$ cat config.mk
export PLATFORM = sky130hd
export DESIGN_NAME = utf8_latin1_byte_recovery
export DESIGN_NICKNAME = d
export VERILOG_FILES = /design/src/rtl/u8l1_pkg.sv /design/src/rtl/u8l1_in_stage.sv /design/src/rtl/u8l1_decode.sv /design/src/rtl/utf8_latin1_byte_recovery.sv
export SDC_FILE = /design/constraint.sdc
export NUM_CORES = 1
export LEC_CHECK = 0
export BUFFER_PORTS_ARGS = -buffer_cell sky130_fd_sc_hd__buf_2
export CAP_MARGIN = 0
export CORE_MARGIN = 3
export CORE_UTILIZATION = 40
export DETAILED_ROUTE_END_ITERATION = 10
export PLACE_DENSITY = 0.63
export SYNTH_ARGS = -nofsm -noshare
export SYNTH_HDL_FRONTEND = slang
export SYNTH_SLANG_ARGS = --single-unit
$ cat constraint.sdc
create_clock -name aclk -period 2.8 [get_ports aclk]
set_clock_uncertainty 0.15 [all_clocks]
set_input_delay 0.7 -clock aclk [delete_from_list [all_inputs] [get_ports aclk]]
set_output_delay 0.7 -clock aclk [all_outputs]
set_load 0.005 [all_outputs]
$ cat src/rtl/u8l1_pkg.sv
// u8l1_pkg: types and constants shared by the UTF-8 to Latin-1 byte recovery block.
// No dependencies; used by every module under rtl.

package u8l1_pkg;

    // Verdict codes carried on the result item that closes a string
    typedef enum logic [1:0] {
        VERDICT_RECOVERABLE = 2'd0,
        VERDICT_ASCII       = 2'd1,
        VERDICT_NOT_LATIN1  = 2'd2
    } u8l1_verdict_t;

    // Continuation bytes still expected
    typedef enum logic [1:0] {
        PEND_LEAD  = 2'd0,
        PEND_ONE   = 2'd1,
        PEND_TWO   = 2'd2
    } u8l1_pend_t;

    localparam logic [7:0] LEAD2_MASK  = 8'hE0;
    localparam logic [7:0] LEAD2_CODE  = 8'hC0;
    localparam logic [7:0] LEAD3_MASK  = 8'hF0;
    localparam logic [7:0] LEAD3_CODE  = 8'hE0;
    localparam logic [7:0] LEAD2_BITS  = 8'h1F;
    localparam logic [7:0] LEAD3_BITS  = 8'h0F;
    localparam logic [7:0] CONT_BITS   = 8'h3F;
    localparam logic [7:0] HIGH_FIRST  = 8'h80;

    // One input item as held in the input register
    typedef struct packed {
        logic       is_last;
        logic [7:0] in_byte;
    } u8l1_item_t;

    // One result item as held in the result register
    typedef struct packed {
        u8l1_verdict_t verdict;
        logic          string_done;
        logic          byte_valid;
        logic [7:0]    latin1_byte;
    } u8l1_result_t;

endpackage

$ cat src/rtl/u8l1_in_stage.sv
// u8l1_in_stage: input register of the byte recovery block.
// Depends on u8l1_pkg for the item type.

module u8l1_in_stage (
    input  logic             aclk,
    input  logic             aresetn,
    input  logic             s_tvalid,
    output logic             s_tready,
    input  logic [7:0]       s_tdata,
    input  logic             s_tlast,
    input  logic             take,
    output logic             item_valid,
    output u8l1_pkg::u8l1_item_t item
);

    logic                 valid_reg;
    logic                 valid_next;
    u8l1_pkg::u8l1_item_t item_reg;
    logic                 accept;

    // Free when empty or when the held item moves on this cycle
    assign s_tready   = !valid_reg || take;
    assign accept     = s_tvalid && s_tready;
    assign valid_next = accept ? 1'b1 : (take ? 1'b0 : valid_reg);

    always_ff @(posedge aclk) begin
        if (!aresetn) begin
            valid_reg <= 1'b0;
        end else begin
            valid_reg <= valid_next;
        end
    end

    always_ff @(posedge aclk) begin
        if (accept) begin
            item_reg.in_byte <= s_tdata;
            item_reg.is_last <= s_tlast;
        end
    end

    assign item_valid = valid_reg;
    assign item       = item_reg;

endmodule

$ cat src/rtl/u8l1_decode.sv
// u8l1_decode: decode state, per-byte decode logic and result register.
// Depends on u8l1_pkg for types, codes and byte masks.

module u8l1_decode (
    input  logic                 aclk,
    input  logic                 aresetn,
    input  logic                 item_valid,
    input  u8l1_pkg::u8l1_item_t item,
    output logic                 take,
    output logic                 m_tvalid,
    input  logic                 m_tready,
    output u8l1_pkg::u8l1_result_t result
);

    u8l1_pkg::u8l1_pend_t   pend_reg, pend_next;
    logic [15:0]            point_reg, point_next;
    logic                   seen_reg, seen_next;
    logic                   failed_reg, failed_next;
    logic                   out_valid_reg, out_valid_next;
    u8l1_pkg::u8l1_result_t result_reg;
    u8l1_pkg::u8l1_result_t result_next;

    logic [7:0]  b;
    logic        last;
    logic        complete;
    logic [15:0] cp;
    logic        emit;
    logic        load;
    logic        fail_step;
    logic [15:0] cont_bits;

    assign b    = item.in_byte;
    assign last = item.is_last;

    // Advance whenever the result register is empty or being emptied
    assign take = item_valid && (!out_valid_reg || m_tready);

    always_comb begin
        pend_next  = pend_reg;
        point_next = point_reg;
        complete   = 1'b0;
        fail_step  = 1'b0;
        cp         = 16'd0;
        cont_bits  = {10'd0, b[5:0] & u8l1_pkg::CONT_BITS[5:0]};
        if (pend_reg == u8l1_pkg::PEND_LEAD) begin
            if (b < u8l1_pkg::HIGH_FIRST) begin
                cp       = {8'd0, b};
                complete = 1'b1;
            end else if ((b & u8l1_pkg::LEAD2_MASK) == u8l1_pkg::LEAD2_CODE) begin
                point_next = {5'd0, b[4:0] & u8l1_pkg::LEAD2_BITS[4:0], 6'd0};
                pend_next  = u8l1_pkg::PEND_ONE;
            end else if ((b & u8l1_pkg::LEAD3_MASK) == u8l1_pkg::LEAD3_CODE) begin
                point_next = {b[3:0] & u8l1_pkg::LEAD3_BITS[3:0], 12'd0};
                pend_next  = u8l1_pkg::PEND_TWO;
            end else begin
                fail_step = 1'b1;
            end
        end else if (pend_reg == u8l1_pkg::PEND_TWO) begin
            point_next = point_reg | (cont_bits << 6);
            pend_next  = u8l1_pkg::PEND_ONE;
        end else begin
            // Final continuation: code point complete
            cp         = point_reg | cont_bits;
            point_next = 16'd0;
            pend_next  = u8l1_pkg::PEND_LEAD;
            complete   = 1'b1;
        end
    end

    always_comb begin
        emit        = 1'b0;
        seen_next   = seen_reg;
        failed_next = failed_reg;
        if (!failed_reg) begin
            if (fail_step) begin
                failed_next = 1'b1;
            end
            if (complete) begin
                if (cp[15:8] != 8'd0) begin
                    failed_next = 1'b1;
                end else begin
                    emit = 1'b1;
                    if (cp[7]) begin
                        seen_next = 1'b1;
                    end
                end
            end
            if (last && pend_next != u8l1_pkg::PEND_LEAD) begin
                failed_next = 1'b1;
            end
        end
    end

    always_comb begin
        result_next.latin1_byte = emit ? cp[7:0] : 8'd0;
        result_next.byte_valid  = emit;
        result_next.string_done = last;
        if (!last) begin
            result_next.verdict = u8l1_pkg::VERDICT_RECOVERABLE;
        end else if (failed_next) begin
            result_next.verdict = u8l1_pkg::VERDICT_NOT_LATIN1;
        end else if (seen_next) begin
            result_next.verdict = u8l1_pkg::VERDICT_RECOVERABLE;
        end else begin
            result_next.verdict = u8l1_pkg::VERDICT_ASCII;
        end
    end

    assign load           = take && (emit || last);
    assign out_valid_next = load ? 1'b1 : (m_tready ? 1'b0 : out_valid_reg);

    always_ff @(posedge aclk) begin
        if (!aresetn) begin
            pend_reg      <= u8l1_pkg::PEND_LEAD;
            point_reg     <= 16'd0;
            seen_reg      <= 1'b0;
            failed_reg    <= 1'b0;
            out_valid_reg <= 1'b0;
        end else begin
            out_valid_reg <= out_valid_next;
            if (take) begin
                if (last) begin
                    // Close the string: back to the start state
                    pend_reg   <= u8l1_pkg::PEND_LEAD;
                    point_reg  <= 16'd0;
                    seen_reg   <= 1'b0;
                    failed_reg <= 1'b0;
                end else if (!failed_reg) begin
                    pend_reg   <= pend_next;
                    point_reg  <= point_next;
                    seen_reg   <= seen_next;
                    failed_reg <= failed_next;
                end
            end
        end
    end

    always_ff @(posedge aclk) begin
        if (load) begin
            result_reg <= result_next;
        end
    end

    assign m_tvalid = out_valid_reg;
    assign result   = result_reg;

    a_done_clears: assert property (@(posedge aclk) disable iff (!aresetn)
        (take && last) |=> (pend_reg == u8l1_pkg::PEND_LEAD && !failed_reg && !seen_reg))
        else $error("state not cleared after last byte");

    a_no_emit_failed: assert property (@(posedge aclk) disable iff (!aresetn)
        (take && failed_reg) |-> !emit)
        else $error("byte emitted after failure");

    a_result_has_reason: assert property (@(posedge aclk) disable iff (!aresetn)
        (out_valid_reg && !result_reg.byte_valid) |-> result_reg.string_done)
        else $error("result with neither byte nor end of string");

    a_verdict_at_done: assert property (@(posedge aclk) disable iff (!aresetn)
        (out_valid_reg && !result_reg.string_done)
            |-> (result_reg.verdict == u8l1_pkg::VERDICT_RECOVERABLE))
        else $error("verdict set on a mid-string result");

    a_empty_byte_zero: assert property (@(posedge aclk) disable iff (!aresetn)
        (out_valid_reg && !result_reg.byte_valid) |-> (result_reg.latin1_byte == 8'd0))
        else $error("data byte set without byte_valid");

endmodule

$ cat src/rtl/utf8_latin1_byte_recovery.sv
// UTF-8 to Latin-1 byte recovery block: top level.
// Takes one UTF-8 byte per item on the s_ channel, returns recovered Latin-1
// bytes and an end-of-string verdict on the m_ channel.
// s_tdata carries the raw byte, s_tlast marks the final byte of a string.
// m_tdata carries the recovered byte; m_tuser holds byte_valid (bit 0) and
// the verdict (bits 2:1); m_tlast marks the item closing a string.
// A byte that completes a code point of 0xFF or less gives an item; so does
// the last byte of a string, which always carries the verdict: recoverable,
// pure ASCII or not Latin-1.  Lead bytes that start nothing, code points above
// 0xFF and strings cut off mid-sequence fail the string; no bytes are sent
// after a failure until the verdict.
// An accepted byte is held in the input register, then decoded into the
// result register and presented on m_.  Throughput: one byte per cycle while
// the receiver keeps up; the decode between the registers is combinational.
// Reset (aresetn low, synchronous) empties both registers and returns the
// decoder to expecting a lead byte.  When the receiver stalls, a full result
// register holds and s_tready drops as soon as the input register holds an
// item.
// Depends on u8l1_pkg, u8l1_in_stage and u8l1_decode.

module utf8_latin1_byte_recovery (
    input  logic       aclk,
    input  logic       aresetn,
    input  logic       s_tvalid,
    output logic       s_tready,
    input  logic [7:0] s_tdata,   // [7:0] in_byte
    input  logic       s_tlast,   // is_last
    output logic       m_tvalid,
    input  logic       m_tready,
    output logic [7:0] m_tdata,   // [7:0] latin1_byte
    output logic [2:0] m_tuser,   // [0] byte_valid, [2:1] verdict
    output logic       m_tlast    // string_done
);

    logic                   item_valid;
    logic                   take;
    u8l1_pkg::u8l1_item_t   item;
    u8l1_pkg::u8l1_result_t result;

    u8l1_in_stage u_in (
        .aclk       (aclk),
        .aresetn    (aresetn),
        .s_tvalid   (s_tvalid),
        .s_tready   (s_tready),
        .s_tdata    (s_tdata),
        .s_tlast    (s_tlast),
        .take       (take),
        .item_valid (item_valid),
        .item       (item)
    );

    u8l1_decode u_dec (
        .aclk       (aclk),
        .aresetn    (aresetn),
        .item_valid (item_valid),
        .item       (item),
        .take       (take),
        .m_tvalid   (m_tvalid),
        .m_tready   (m_tready),
        .result     (result)
    );

    assign m_tdata = result.latin1_byte;
    assign m_tuser = {result.verdict, result.byte_valid};
    assign m_tlast = result.string_done;

endmodule

---- Word level (Yosys, flattened, before mapping) ----
Index checks and enable logic that the tools add are counted.
storage, ports and cells
  word-level logic and storage cells ...... 86
  register bits ........................... 43
  input bits .............................. 13
  output and inout port bits .............. 14
cells by class
  bitwise logic cells ..................... 3
  multiplexer cells ....................... 46
  reductions and logical operators ........ 17
  equal/unequal tests ..................... 6
  order comparisons ....................... 1
operators by type and width
  kind                                       count
  two-way mux 16 bit                         9
  two-way mux 1 bit                          29
  OR 16 x 12 -> 16 bit                       1
  OR 16 x 6 -> 16 bit                        1
  two-way mux 2 bit                          7
  < comparator 8 bit, second input constant  1
  two-way mux 8 bit                          1
  nonzero test 8 bit                         1
  nonzero test 2 bit                         3
  == test 4 bit, second input constant       1
  logical AND 1 bit                          4
  != test 4 bit, second input constant       1
  AND reduction 4 bit                        1
  == test 3 bit, second input constant       1
  logical OR 1 bit                           3
  != test 3 bit, second input constant       1
  == test 2 bit, second input constant       1
  logical NOT 1 bit                          2
  logical NOT 2 bit                          1
  != test 2 bit, second input constant       1
  AND reduction 2 bit                        1
  OR reduction 2 bit                         1
  inverter 1 bit                             1

---- Longest topological paths before layout ----
  word-level depth ........................ 12
  gate-level depth with buffers ........... 6
  gate-level depth less buffers ........... 4

---- Cells and area by module ----
Synthesis repeated with hierarchy kept, for this count alone.
unflattened totals
  cell total of the unflattened synthesis .. 113
  area, all modules ....................... 1500.2 sq um
modules (own cells, without submodules)
  module         seq. area each (sq um)  cells each  instances  area each (sq um)
  u8l1_decode    660.6                   99          1          1172.4
  u8l1_in_stage  290.3                   14          1          327.8

---- Worst setup path before layout ----
Ideal clock, no wire load.
  path kind ............................... input-to-reg
  start ................................... input port m_tready
  end ..................................... register u_dec.point_reg[8]
  path slack .............................. 831 ps
  buffers on the path ..................... 2
  arrival time ............................ 1691 ps
  stages .................................. 6
  library setup time ...................... 128 ps
  data required time ...................... 2522 ps
  cell sequence ........................... nor2b_1 -> buf_2 -> or3b_4 -> buf_2 -> nor3_1 -> nor4b_1
on the way
  word-level cells in the longest chain between the ends .. 3
ends and longest elaborated chain
  item                                  line                             RTL
  start, declared                       utf8_latin1_byte_recovery.sv:29  input logic m_tready,
  logical OR 1 bit                      u8l1_decode.sv:36                assign take = item_valid && (!out_valid_reg || m_tready);
  logical AND 1 bit                     u8l1_decode.sv:36
  AND reduction 4 bit (no source line)  --
  end signal, assigned                  u8l1_decode.sv:130               point_reg <= point_next;
  end, declared                         u8l1_decode.sv:16                logic [15:0] point_reg, point_next;
No other way between the ends.
A chain may end at the register's enable or synchronous reset.

---- Worst setup path in the final report ----
  start ................................... register u_dec.point_reg[11]
  end ..................................... register u_dec.result_reg (netlist bit u_dec.result[11]), enable pin
on the way
  word-level cells in the longest chain between the ends .. 9
ends and longest elaborated chain
  item                  line                RTL
  OR 16 x 6 -> 16 bit   u8l1_decode.sv:63   cp = point_reg | cont_bits;
  two-way mux 16 bit    u8l1_decode.sv:58   end else if (pend_reg == u8l1_pkg::PEND_TWO) begin
  two-way mux 16 bit    u8l1_decode.sv:45   if (pend_reg == u8l1_pkg::PEND_LEAD) begin
  nonzero test 8 bit    u8l1_decode.sv:79   if (cp[15:8] != 8'd0) begin
  two-way mux 1 bit     u8l1_decode.sv:79
  two-way mux 1 bit     u8l1_decode.sv:78   if (complete) begin
  two-way mux 1 bit     u8l1_decode.sv:74   if (!failed_reg) begin
  logical OR 1 bit      u8l1_decode.sv:109  assign load = take && (emit || last);
  logical AND 1 bit     u8l1_decode.sv:109
  named net u_dec.load  u8l1_decode.sv:28   logic load;
  end signal, assigned  u8l1_decode.sv:140  result_reg <= result_next;
  end, declared         u8l1_decode.sv:20   u8l1_pkg::u8l1_result_t result_reg;
The timed path passes the listed nets, and every way through them passes these cells.

==> impl_metrics.tcl <==
set metrics [dict create \
    outcome "finished clean" \
    yosysUniqueCellTypes 39 \
    wl_per_cell_um 15.4 \
    ys_seq_area_frac 0.601 \
    switching_share 0.237 \
    ios 27 \
    cp.arrival_ns 2.00 \
    drc 0 \
    r2r_cells 4 \
    track_usage 0.159 \
    grt_pass1_wl_um 5310 \
    num_vias 1164 \
    row_count 22 \
    synth_area_leader_cell "edfxtp_1" \
    die-area_mm2 0.00475 \
    r2r-start "u_dec.point_reg[11]$_SDFFE_PN0P_" \
    worstHoldStart "u_dec.seen_reg$_SDFFE_PN0P_" \
    grt_max_degree 16 \
    netlist_instances 132 \
    die_h_um 68.9 \
    worstPathRequired_ns 2.59 \
    finalWirelength_um 3230 \
    synthTopCellsByArea "edfxtp_1, dfxtp_1, a21boi_0" \
    regToRegSetupSlack_ns 0.59 \
    largest_register_ffs 12 \
    nNetsFinal 173 \
    min_to "u_dec.seen_reg$_SDFFE_PN0P_" \
    start_util 0.423 \
    leakage_nw 0.672 \
    fin_crit_ns 2.21 \
    grt_setup_unrepaired "no" \
    cts_root_buffer "clkbuf_8" \
    clock-sinks 37 \
    worstHoldPathType "flop to flop" \
    crit_type "flop to flop" \
    ys_warn_count 0 \
    slew_headroom 0.455 \
    cts_htree_levels 2 \
    ys.flop_type "edfxtp_1" \
    synth_top_area_frac 0.398 \
    io_buffer_count 26 \
    clock_path_buffers 2 \
    syn_area_mm2 0.00158 \
    drive_above_1_share 0.267 \
    path_clk_slew_ns 0.07 \
    insertion_delay_ns 0.29 \
    end_kind "flop" \
    post-cts-setup-buffers 0 \
    drv_cap 0 \
    stdcell_area_mm2 0.00184 \
    combPwrFrac 0.081 \
    maxSlewViolCount 0 \
    grt_pass1_vias 1095 \
    post_dp_cell_area_mm2 0.00175 \
    drt-pass1-iter-count 4 \
    critPathMaxFanout 12 \
    fmax_ghz 0.452 \
    p_int_w 0.000812 \
    antenna_found_initial 0 \
    syn_area_per_cell_um2 12.0 \
    most-common-layout-cells "buf_2, edfxtp_1, dfxtp_1, o21ai_0, a21boi_0" \
    r2r-end "u_dec.result[11]$_SDFFCE_PN0P_" \
    syn_nets 145 \
    sequentialPowerShare 0.576 \
    finalSetupViolCount 0 \
    drt_iter0_drc 107 \
    die_x_um 68.9 \
    viasPerCell 5.57 \
    finalHoldViolCount 0 \
    ir_drop_v 0.000356 \
    syn2layout_area_growth_pct 16.4 \
    holdPathStages 1 \
    hold_buffers 0 \
    synth_edf_count 21 \
    cts_tree "done" \
    fin_setup_tns_ns 0 \
    fin_crit_sh 0.791 \
    gp_congestion 0.848 \
    mostFrequentLayoutCell "buf_2" \
    clkPwrFrac 0.343 \
    core_mm2 0.00374 \
    startpoint_type "flop" \
    grt_remaining_overflow 0 \
    worst_pin_slew_ns 0.813 \
    cts_inserted_buffers 5 \
    power_density_mw_per_mm2 578 \
    antenna_cells 0 \
    synth_seq_cells 37 \
    dpl.hpwl_um 2280 \
    p_sw_w 0.000252 \
    ant_nets 0 \
    cts_resized 0 \
    async_flop_share 0 \
    fillCellCount 373 \
]
## kinds of logic after synthesis
family | Yosys count | synth area share
flops | 37 | 0.601
compound gates | 35 | 0.146
simple gates | 50 | 0.218
buf+inv | 9 | 0.0285
mux | 1 | 0.00632
## metal layers
| metal | track usage | routed length, um | up-vias |
|---|---|---|---|
| met3 | 0.0389 | 254 | 6 |
| li1 | - | - | 552 |
| met4 | 0.0876 | 59 | 0 |
| met2 | 0.252 | 1560 | 53 |
| met5 | 0 | 0 | - |
| met1 | 0.199 | 1360 | 553 |
## power groups by stage
stage	logic (W)	clock network (W)	registers, W
2_1_floorplan	0.0000557	0	0.000620
3_3_place_gp	0.0000835	0	0.000625
3_5_place_dp	0.0000848	0	0.000626
4_1_cts	0.0000856	0.000381	0.000613
5_1_grt	0.0000947	0.000407	0.000615
6_report	0.0000858	0.000365	0.000613
## cell usage after synthesis (2+ instances only)
| master | number |
|---|---|
| edfxtp_1 | 21 |
| dfxtp_1 | 16 |
| o21ai_0 | 9 |
| a21boi_0 | 8 |
| and2_1 | 7 |
| nor2b_1 | 7 |
| o21a_1 | 5 |
| a31oi_1 | 4 |
| nand2_1 | 4 |
| nand3_1 | 4 |
| nor3_1 | 4 |
| a21oi_1 | 3 |
| buf_2 | 3 |
| clkbuf_1 | 3 |
| nand4b_1 | 3 |
| nor2_1 | 3 |
| nor4_1 | 3 |
| a22oi_1 | 2 |
| inv_1 | 2 |
| nand4_1 | 2 |
## metrics by stage
step                utilization  cells  worst slack, ns  power [W]  hold WS (ns)
floorplan                     -    132            0.831   0.000676         0.291
CTS                       0.492    209            0.653    0.00108         0.335
finish                    0.492    209            0.585    0.00106         0.332
global placement          0.468    201            0.672   0.000708         0.305
detailed placement        0.468    201            0.627   0.000710         0.316
global route              0.492    209            0.475    0.00112         0.360
## how the worst max path moves through the flow
stage / from / end / slack (ns) / cells past startpoint
global route: u_in.item[8]$_DFFE_PP_ / u_dec.point_reg[8]$_SDFFE_PN0P_ / 0.47 / 4
finish: u_dec.point_reg[11]$_SDFFE_PN0P_ / u_dec.result[11]$_SDFFCE_PN0P_ / 0.59 / 4
floorplan: m_tready / u_dec.point_reg[8]$_SDFFE_PN0P_ / 0.83 / 6
global placement: m_tready / u_dec.result[9]$_DFFE_PP_ / 0.67 / 5
detailed placement: m_tready / u_dec.result[1]$_SDFFCE_PN0P_ / 0.63 / 5
CTS: u_dec.point_reg[11]$_SDFFE_PN0P_ / u_dec.result[10]$_SDFFCE_PP0P_ / 0.65 / 4
## layout make-up
cell class / instances / area (um2) / share of cell area
Inverter: 2 / 7.51 / 0.00408
Multi-Input combinational cell: 86 / 587 / 0.319
Clock inverter: 3 / 22.5 / 0.0122
Tap cell: 48 / 60.1 / 0.0326
Clock buffer: 5 / 68.8 / 0.0374
Timing Repair Buffer: 28 / 145 / 0.0788
Sequential cell: 37 / 951 / 0.516
## critical path: stages, from the launching register on
cell and delay, ns:
dfxtp_1 0.31, nor4_1 0.57, a31oi_1 0.21, nor2_1 0.16, o21a_1 0.46
(Power assumes the default switching activity.)
